==> src/i2c_seq_pkg.sv <==
`default_nettype none

package i2c_seq_pkg;

    // command codes carried on the input channel
    typedef enum logic [2:0] {
        CMD_NONE    = 3'd0,
        CMD_START   = 3'd1,
        CMD_STOP    = 3'd2,
        CMD_WRITE   = 3'd3,
        CMD_READ    = 3'd4,
        CMD_RECOVER = 3'd5
    } cmd_t;

    // sequencer state, one-hot
    typedef enum logic [5:0] {
        ST_IDLE    = 6'b000001,
        ST_START   = 6'b000010,
        ST_STOP    = 6'b000100,
        ST_WRITE   = 6'b001000,
        ST_READ    = 6'b010000,
        ST_RECOVER = 6'b100000
    } state_t;

    localparam int PHASE_W = 5;
    localparam int TICK_W  = 16;
    localparam int BYTE_W  = 8;

    localparam logic [TICK_W-1:0] RESET_PHASE_LENGTH = 16'd160;

    // phase numbering
    localparam int RECOVER_PULSES = 9;
    localparam logic [PHASE_W-1:0] BIT_PHASES       = PHASE_W'(2 * BYTE_W);
    localparam logic [PHASE_W-1:0] LAST_BIT_PHASE   = PHASE_W'(2 * BYTE_W - 1);
    localparam logic [PHASE_W-1:0] RECOVER_LAST_PAIR = PHASE_W'(2 * RECOVER_PULSES - 1);
    localparam logic [PHASE_W-1:0] RECOVER_SCL_UP   = PHASE_W'(2 * RECOVER_PULSES);
    localparam logic [PHASE_W-1:0] RECOVER_SDA_UP   = PHASE_W'(2 * RECOVER_PULSES + 1);

    // number of delay phases each command walks through
    function automatic logic [PHASE_W-1:0] phase_total(input state_t st);
        logic [PHASE_W-1:0] n;
        case (st)
            ST_START:   n = 5'd2;
            ST_STOP:    n = 5'd3;
            ST_WRITE:   n = PHASE_W'(2 * BYTE_W + 2);
            ST_READ:    n = PHASE_W'(2 * BYTE_W + 2);
            ST_RECOVER: n = PHASE_W'(2 * RECOVER_PULSES + 3);
            default:    n = 5'd1;
        endcase
        return n;
    endfunction

endpackage

`default_nettype wire

==> src/i2c_master_byte_sequencer.sv <==
// I2C master byte sequencer.
// Every transfer on the s_ channel is one bus tick: it carries the sampled SDA
// level and, in s_tuser, an optional command (start, stop, write byte, read
// byte, bus recovery). A command is taken only while the sequencer is idle;
// commands that arrive while busy are dropped. The sequencer then walks a
// fixed list of delay phases, each cfg phase_length ticks long, and changes
// the open-drain SCL/SDA drive levels at phase ends, sampling SDA there too.
// Every input transfer yields exactly one m_ transfer with the pin drives,
// busy, a one-tick done pulse, the ACK flag of the last write and the byte of
// the last read. Each result is registered in the output register; one
// transfer per cycle is accepted as long as the output side keeps up.
// When m_tready is low with a result held, s_tready drops until that result
// is taken; the state advances only on accepted transfers.
// Reset (aresetn low, synchronous) releases both lines, goes idle, clears the
// ACK flag and read byte and sets phase_length to 160 ticks.
// cfg_wr_en writes phase_length at any clock edge; it should be written idle.
`default_nettype none

module i2c_master_byte_sequencer (
    input  wire logic        aclk,
    input  wire logic        aresetn,
    // configuration
    input  wire logic        cfg_wr_en,
    input  wire logic [15:0] cfg_wr_data,
    // input channel
    input  wire logic        s_tvalid,
    output logic             s_tready,
    input  wire logic [15:0] s_tdata,   // data_byte[7:0], send_ack[8], sda_in[9]
    input  wire logic [2:0]  s_tuser,   // cmd[2:0]
    // result channel
    output logic             m_tvalid,
    input  wire logic        m_tready,
    output logic [15:0]      m_tdata    // scl_out[0], sda_out[1], busy_res[2],
                                        // done_res[3], ack_received[4],
                                        // read_data[12:5]
);
    import i2c_seq_pkg::*;

    logic [TICK_W-1:0]  phase_length_reg;
    state_t             state_reg, state_next;
    logic [PHASE_W-1:0] phase_reg, phase_next;
    logic [TICK_W-1:0]  tick_reg, tick_next;
    logic [BYTE_W-1:0]  shift_reg, shift_next;
    logic               ack_choice_reg, ack_choice_next;
    logic               scl_reg, scl_next;
    logic               sda_reg, sda_next;
    logic               ack_flag_reg, ack_flag_next;
    logic [BYTE_W-1:0]  rdata_reg, rdata_next;
    logic               done_next;
    logic               m_tvalid_reg;
    logic [15:0]        m_tdata_reg;

    cmd_t               cmd;
    logic [BYTE_W-1:0]  data_byte;
    logic               send_ack;
    logic               sda_in;
    logic               accept;
    logic               phase_end;
    logic               last_phase;
    logic [BYTE_W-1:0]  shifted;

    assign cmd       = cmd_t'(s_tuser);
    assign data_byte = s_tdata[7:0];
    assign send_ack  = s_tdata[8];
    assign sda_in    = s_tdata[9];

    // output register: take a new transfer when empty or being drained
    assign s_tready = !m_tvalid_reg || m_tready;
    assign accept   = s_tvalid && s_tready;
    assign m_tvalid = m_tvalid_reg;
    assign m_tdata  = m_tdata_reg;

    // phase timer and end-of-command detection
    assign phase_end  = ({1'b0, tick_reg} + 17'd1) >= {1'b0, phase_length_reg};
    assign last_phase = ({1'b0, phase_reg} + 6'd1) >= {1'b0, phase_total(state_reg)};
    assign shifted    = {shift_reg[BYTE_W-2:0], 1'b0};

    // next state for one tick
    always_comb begin
        state_next      = state_reg;
        phase_next      = phase_reg;
        tick_next       = tick_reg;
        shift_next      = shift_reg;
        ack_choice_next = ack_choice_reg;
        scl_next        = scl_reg;
        sda_next        = sda_reg;
        ack_flag_next   = ack_flag_reg;
        rdata_next      = rdata_reg;
        done_next       = 1'b0;

        if (state_reg == ST_IDLE) begin
            // command launch
            case (cmd)
                CMD_START: begin
                    state_next = ST_START;
                    phase_next = '0;
                    tick_next  = '0;
                    scl_next   = 1'b1;
                    sda_next   = 1'b1;
                end
                CMD_RECOVER: begin
                    state_next = ST_RECOVER;
                    phase_next = '0;
                    tick_next  = '0;
                    scl_next   = 1'b1;
                    sda_next   = 1'b1;
                end
                CMD_STOP: begin
                    state_next = ST_STOP;
                    phase_next = '0;
                    tick_next  = '0;
                    sda_next   = 1'b0;
                end
                CMD_WRITE: begin
                    state_next = ST_WRITE;
                    phase_next = '0;
                    tick_next  = '0;
                    shift_next = data_byte;
                    sda_next   = data_byte[BYTE_W-1];
                end
                CMD_READ: begin
                    state_next      = ST_READ;
                    phase_next      = '0;
                    tick_next       = '0;
                    shift_next      = '0;
                    ack_choice_next = send_ack;
                    sda_next        = 1'b1;
                end
                default: begin
                end
            endcase
        end else if (phase_end) begin
            tick_next = '0;
            // pin changes at the end of each phase
            case (state_reg)
                ST_START: begin
                    if (phase_reg == '0) begin
                        sda_next = 1'b0;
                    end else begin
                        scl_next = 1'b0;
                    end
                end
                ST_STOP: begin
                    if (phase_reg == 5'd0) begin
                        scl_next = 1'b1;
                    end else if (phase_reg == 5'd1) begin
                        sda_next = 1'b1;
                    end
                end
                ST_WRITE: begin
                    if (phase_reg < BIT_PHASES) begin
                        if (!phase_reg[0]) begin
                            scl_next = 1'b1;
                        end else begin
                            scl_next   = 1'b0;
                            shift_next = shifted;
                            sda_next   = (phase_reg == LAST_BIT_PHASE) ? 1'b1
                                                                       : shifted[BYTE_W-1];
                        end
                    end else if (phase_reg == BIT_PHASES) begin
                        scl_next = 1'b1;
                    end else begin
                        ack_flag_next = !sda_in;
                        scl_next      = 1'b0;
                    end
                end
                ST_READ: begin
                    if (phase_reg < BIT_PHASES) begin
                        if (!phase_reg[0]) begin
                            scl_next = 1'b1;
                        end else begin
                            shift_next = {shift_reg[BYTE_W-2:0], sda_in};
                            scl_next   = 1'b0;
                            if (phase_reg == LAST_BIT_PHASE) begin
                                sda_next = !ack_choice_reg;
                            end
                        end
                    end else if (phase_reg == BIT_PHASES) begin
                        scl_next = 1'b1;
                    end else begin
                        scl_next   = 1'b0;
                        sda_next   = 1'b1;
                        rdata_next = shift_reg;
                    end
                end
                ST_RECOVER: begin
                    if (phase_reg <= RECOVER_LAST_PAIR) begin
                        if (!phase_reg[0]) begin
                            scl_next = 1'b0;
                        end else if (phase_reg < RECOVER_LAST_PAIR) begin
                            scl_next = 1'b1;
                        end else begin
                            sda_next = 1'b0;
                        end
                    end else if (phase_reg == RECOVER_SCL_UP) begin
                        scl_next = 1'b1;
                    end else if (phase_reg == RECOVER_SDA_UP) begin
                        sda_next = 1'b1;
                    end
                end
                default: begin
                end
            endcase
            // advance, or finish the command
            if (last_phase) begin
                state_next = ST_IDLE;
                phase_next = '0;
                done_next  = 1'b1;
            end else begin
                phase_next = phase_reg + 5'd1;
            end
        end else begin
            tick_next = tick_reg + 16'd1;
        end
    end

    // configuration register
    always_ff @(posedge aclk) begin
        if (!aresetn) begin
            phase_length_reg <= RESET_PHASE_LENGTH;
        end else if (cfg_wr_en) begin
            phase_length_reg <= cfg_wr_data;
        end
    end

    // sequencer state, advanced once per accepted transfer
    always_ff @(posedge aclk) begin
        if (!aresetn) begin
            state_reg      <= ST_IDLE;
            phase_reg      <= '0;
            tick_reg       <= '0;
            shift_reg      <= '0;
            ack_choice_reg <= 1'b0;
            scl_reg        <= 1'b1;
            sda_reg        <= 1'b1;
            ack_flag_reg   <= 1'b0;
            rdata_reg      <= '0;
        end else if (accept) begin
            state_reg      <= state_next;
            phase_reg      <= phase_next;
            tick_reg       <= tick_next;
            shift_reg      <= shift_next;
            ack_choice_reg <= ack_choice_next;
            scl_reg        <= scl_next;
            sda_reg        <= sda_next;
            ack_flag_reg   <= ack_flag_next;
            rdata_reg      <= rdata_next;
        end
    end

    // result register
    always_ff @(posedge aclk) begin
        if (!aresetn) begin
            m_tvalid_reg <= 1'b0;
        end else if (accept) begin
            m_tvalid_reg <= 1'b1;
        end else if (m_tready) begin
            m_tvalid_reg <= 1'b0;
        end
    end

    always_ff @(posedge aclk) begin
        if (accept) begin
            m_tdata_reg <= {3'b000, rdata_next, ack_flag_next, done_next,
                            (state_next != ST_IDLE), sda_next, scl_next};
        end
    end

endmodule

`default_nettype wire

==> config.mk <==
export PLATFORM = sky130hd
export DESIGN_NAME = i2c_master_byte_sequencer
export DESIGN_NICKNAME = d
export VERILOG_FILES = /design/src/i2c_seq_pkg.sv /design/src/i2c_master_byte_sequencer.sv
export SDC_FILE = /design/constraint.sdc
export NUM_CORES = 1
export LEC_CHECK = 0
export ABC_AREA = 0
export BUFFER_PORTS_ARGS = -buffer_cell sky130_fd_sc_hd__buf_2
export CAP_MARGIN = 20
export CORE_MARGIN = 2
export CORE_UTILIZATION = 59
export DETAILED_ROUTE_END_ITERATION = 10
export HOLD_SLACK_MARGIN = 0.12
export PLACE_DENSITY = 0.81
export SKIP_LAST_GASP = 1
export SYNTH_ARGS = -nofsm -noshare
export SYNTH_HDL_FRONTEND = slang
export SYNTH_SLANG_ARGS = --single-unit
export TNS_END_PERCENT = 10
==> constraint.sdc <==
create_clock -name aclk -period 3.7 [get_ports aclk]
set_input_delay 0.185 -clock aclk [delete_from_list [all_inputs] [get_ports aclk]]
set_output_delay 0.185 -clock aclk [all_outputs]
set_load 0.02 [all_outputs]
After elaboration in Yosys (flattened, before gate mapping)
Index checks and enable logic that the tools add are counted.
Word-level totals
  output and inout bits: 18
  register bits: 77
  bits of input ports: 40
  logic and storage cells: 129
Cells by class
  bitwise logic cells: 1
  mux-type cells: 65
  reductions and logical operators: 18
  $add $sub $neg: 4
  $lt $le $gt $ge: 5
  equal/unequal tests: 23
Operators with widths (number)
  $mux W8: 11
  $mux W16: 3
  $mux W1: 37
  $pmux W8 S2: 2
  $pmux W6 S5: 1
  $mux W5: 4
  $pmux W5 S4: 1
  $mux W6: 3
  $add A16 B1 Y17 const B: 1
  $ge A17 B16 Y1: 1
  $add A16 B1 Y16 const B: 1
  $eq A5 B5 Y1 const B: 3
  $ne A3 B3 Y1 const B: 4
  $lt A5 B5 Y1 const B: 2
  $reduce_and A8 Y1: 1
  $add A5 B1 Y6 const B: 1
  $eq A3 B2 Y1 const B: 2
  $eq A3 B3 Y1 const B: 2
  $eq A6 B1 Y1 const B: 1
  $eq A6 B2 Y1 const B: 1
  $eq A6 B3 Y1 const B: 1
  $eq A6 B4 Y1 const B: 1
  $eq A6 B5 Y1 const B: 1
  $eq A6 B6 Y1 const B: 1
  24 further kinds: 30

Longest topological paths before layout
  depth after elaboration: 8
  mapped depth: 14
  mapped depth without buffers: 12

Worst setup path before layout
No wires, ideal clock.
  kind: reg-to-reg
  start point: register tick_reg[2]
  end point: register m_tdata_reg[10], in the netlist m_tdata[10], data pin
  path buffers: 1
  setup slack: 0.426 ns
  setup time: 0.260 ns
  cell stages (with the launch flop): 14
  arrival: 3.014 ns
  clock period less this slack: 3.274 ns
  required time: 3.440 ns
  path through: dfxtp_1 > and4_1 > buf_6 > nand4_1 > nor2_1 > nand3_1 > xnor2_1 > ha_1 > nand2_1 > nor4_1 > o22a_1 > o31ai_1 > a21oi_2 > mux2_2
On the way
  cells in the longest elaborated chain, start to end: 4
RTL lines
  start: declaration: RTL line i2c_master_byte_sequencer.sv:42  | logic [TICK_W-1:0] tick_reg, tick_next;
  start signal: assignment: RTL line i2c_master_byte_sequencer.sv:241  | tick_reg <= tick_next;
  $add A16 B1 Y17: RTL line i2c_master_byte_sequencer.sv:74  | assign phase_end = ({1'b0, tick_reg} + 17'd1) >= {1'b0, phase_length_reg};
  $ge A17 B16 Y1: RTL line i2c_master_byte_sequencer.sv:74
  $mux W8: RTL line i2c_master_byte_sequencer.sv:132  | end else if (phase_end) begin
  $mux W8: RTL line i2c_master_byte_sequencer.sv:91  | if (state_reg == ST_IDLE) begin
  via rdata_next[5]: RTL line i2c_master_byte_sequencer.sv:48  | logic [BYTE_W-1:0] rdata_reg, rdata_next;
  end signal: assignment: RTL line i2c_master_byte_sequencer.sv:264  | m_tdata_reg <= {3'b000, rdata_next, ack_flag_next, done_next,
  end: declaration: RTL line i2c_master_byte_sequencer.sv:51  | logic [15:0] m_tdata_reg;
The timed path passes the listed nets, and every way through them passes these cells.
A chain may end at the register's enable or synchronous reset.

Worst setup path in the final report
  start point: register tick_reg[2]
  end point: register state_reg[3]
On the way
  cells in the longest elaborated chain, start to end: 4
RTL lines
  $add A16 B1 Y17: RTL line i2c_master_byte_sequencer.sv:74
  $ge A17 B16 Y1: RTL line i2c_master_byte_sequencer.sv:74
  $mux W6: RTL line i2c_master_byte_sequencer.sv:132
  $mux W6: RTL line i2c_master_byte_sequencer.sv:91
  end signal: assignment: RTL line i2c_master_byte_sequencer.sv:239  | state_reg <= state_next;
  end: declaration: RTL line i2c_master_byte_sequencer.sv:40  | state_t state_reg, state_next;
Every way passes these cells.

==> results.tsv <==
metric	value	unit
synth top area cells	sky130_fd_sc_hd__dfxtp_1 (27%), sky130_fd_sc_hd__edfxtp_1 (8.1%), sky130_fd_sc_hd__ha_1 (6.8%)	
Yosys warnings	0	
final count of hold timing violations	0	
FFs w/ async S/R, synth	0	%
post-synth top area share	26.7	%
register area share after synthesis	34.9	%
Commonest cells post-synth	sky130_fd_sc_hd__dfxtp_1 (64), sky130_fd_sc_hd__nand2_1 (44), sky130_fd_sc_hd__nor2_1 (40)	
CTS clk-pin slew, worst paths	0.09	ns
die footprint	0.00886	mm^2
postcts setup bufs	0	
Most used DFF post-synth	sky130_fd_sc_hd__dfxtp_1	
count of antenna diodes in the layout	0	
via-per-instance ratio	6.25	
Post-Syn Instances	540	
overflow left after global routing	0	
CTS H-Tree Depth	3	
global-route wire length before repair	20000	um
maximum number of pins on one net before global-route repair	34	
synthesized cell area	0.00479	mm^2
number of cells on the worst hold path	3	
TritonCTS Sinks	77	
CP required	3.94	ns
distinct cell type count after synthesis	72	
internal power contribution	1.27	mW
vias in the first global route	4132	
max-cap violations	0	
Critical Path Start Type	flop	
insertion delay to the later sink of the worst-skew pair	0.36	ns
Iteration-0 DRC Markers	449	
HPWL after detailed placement	8740	um
total wirelength of the detailed-routed design	12300	um
final antenna-violating net count	0	
number of setup violations in the final report	0	
Tcrit/Tclk final	98.5	%
average cell area after synthesis	8.88	um^2
cell count after placement	677	
final worst clock skew	0.00873	ns
area added between synthesis and finish	14.8	%
die height	94.1	um
die outline width	94.1	um
final critical delay including setup and external delays	3.64	ns
TritonRoute pass-1 iters	5	
count of state elements after synthesis	77	
Arrival @ worst endpoint	3.88	ns
Post-synth EDFFs	13	
count of cells along the worst register-to-register path	13	
clk buf depth	2	
class of the tightest hold or removal check	primary input to flop	
filler instances	626	
cell type with the highest aggregate area in the netlist	sky130_fd_sc_hd__dfxtp_1	
switching fraction of total power	32.0	%
number of core rows	32	
net switching power	596	uW
post-route total power	1.87	mW
most repeated cell in the gate-level netlist after synthesis	sky130_fd_sc_hd__dfxtp_1	
filler-free cell count of the finished design	712	
initial antenna violation count	0	
Max Clock Freq	274	MHz
reported leakage power	2.26	nW
total CTS buffers	9	
combinational group share of total power	18.1	%
outcome	complete, no violations	
RSZ-0062 raised after global routing	true	
Root Buffer Master	sky130_fd_sc_hd__clkbuf_8	
starting density of the core	61.4	%
area inside the core boundary	0.00781	mm^2
drt drc	0	
Worst Max-Slew Pin Slew	0.850	ns
clock power share	32.7	%
cell area power density	339	mW/mm^2
total I/O pin count	58	
combined global-route utilization of all metal layers	28.7	%
total count of max-transition violations in the final report	0	
count of port buffers added during placement	48	
largest fanout of any net on the critical path	7	
detail-routed net length per standard cell	17.3	um
capturing element type of the critical path	flop	
critical path class	flop to flop	
worst vdd ir	225	uV
Rel. slew slack	43.1	%
DR vias	4451	
Final Wtd Congestion	0.897	
nets@finish	671	
fraction of final layout cells sized beyond drive strength 1	16.9	%
clock tree from TritonCTS	yes	
sequential fraction of design power	49.3	%
[kinds of logic (layout without fill, tap and decap cells)]
group | after synthesis | count (layout) | synth area share [%]
AOI/OAI and AO/OA | 130 | 130 | 20.5
adders and majority gates | 26 | 26 | 6.79
DFF | 77 | 77 | 34.9
and+or+nand+nor | 186 | 186 | 20.8
other | 1 | 3 | 0.0782
muxes | 38 | 38 | 8.17
xor gates and xnor gates | 16 | 16 | 2.92
buffers and inverters | 66 | 134 | 5.95
[power by group through the flow]
| stage | clock network (mW) | logic, mW | registers, mW |
|---|---|---|---|
| after global routing | 0.645 | 0.372 | 0.924 |
| after detailed placement | 0 | 0.315 | 0.937 |
| after global placement | 0 | 0.308 | 0.935 |
| final | 0.609 | 0.337 | 0.919 |
| after CTS | 0.612 | 0.332 | 0.918 |
| after floorplan | 0 | 0.217 | 0.943 |
[repair_timing]
item	in CTS	in global routing
gates resized for setup	0	1
hold buffers	19	0
hold endpoints to repair	20	0
setup endpoints to repair	0	40
[metal layers]
metal,vias to the layer above,wire [um],global-route usage [%]
met1,2114,5350,39.2
met3,22,767,4.17
li1,2158,-,-
met5,-,0,0
met4,0,250,12.0
met2,157,5930,45.5
[layout by cell type (no fill, tap or decap), types with 14 or more instances in the layout]
cell	n
sky130_fd_sc_hd__dfxtp_1	64
sky130_fd_sc_hd__nor3_1	18
sky130_fd_sc_hd__nand4_1	15
sky130_fd_sc_hd__inv_1	36
sky130_fd_sc_hd__o21ai_0	16
sky130_fd_sc_hd__ha_1	26
sky130_fd_sc_hd__dlygate4sd3_1	19
sky130_fd_sc_hd__nand2_1	44
sky130_fd_sc_hd__mux2i_1	29
sky130_fd_sc_hd__buf_4	14
sky130_fd_sc_hd__a21oi_1	16
sky130_fd_sc_hd__nor2_1	40
sky130_fd_sc_hd__buf_2	48
[path summary, 6_finish.rpt]
check	slack (ns)	startpoint	endpoint
hold reg to reg	0.47	rdata_reg[2]	rdata_reg[2]
setup reg to reg	0.06	tick_reg[2]	state_reg[3]
hold / removal	0.13	s_tuser[0]	state_reg[3]
setup / recovery	0.06	tick_reg[2]	state_reg[3]
[layout make-up]
cell class / instances / area, um^2 / area share [%]
flip-flops and latches: 77 / 1670 / 30.4
well taps: 102 / 128 / 2.32
clock buffers: 9 / 124 / 2.25
clock inverters: 7 / 58.8 / 1.07
multi-input cells: 399 / 2850 / 51.7
inverters: 37 / 139 / 2.52
repair buffers: 81 / 536 / 9.73
[critical path, stage by stage, from the launching register on]
cell                      delay (ns)
sky130_fd_sc_hd__dfxtp_1        0.47
sky130_fd_sc_hd__and4_1         0.33
sky130_fd_sc_hd__nand4_1        0.17
sky130_fd_sc_hd__nor2_1         0.25
sky130_fd_sc_hd__nand3_1        0.13
sky130_fd_sc_hd__xnor2_1        0.16
sky130_fd_sc_hd__ha_1           0.30
sky130_fd_sc_hd__nand2_1        0.08
sky130_fd_sc_hd__nor4_1         0.26
sky130_fd_sc_hd__o22a_1         0.36
sky130_fd_sc_hd__nor4_2         0.08
sky130_fd_sc_hd__buf_4          0.16
sky130_fd_sc_hd__o41ai_2        0.61
sky130_fd_sc_hd__o22ai_1        0.15
[per-stage QoR]
stage	instance area (um^2)	hold slack, ns	util, %	setup WS (ns)	TNS (ns)
2_1_floorplan	4800	0.279	-	0.426	0
3_3_place_gp	5130	0.402	65.7	0.214	0
4_1_cts	5500	0.131	70.4	0.0138	0
3_5_place_dp	5130	0.417	65.7	0.0681	0
6_report	5500	0.134	70.5	0.0564	0
5_1_grt	5500	0.146	70.5	-0.158	-2.11
(Power assumes the default switching activity.)
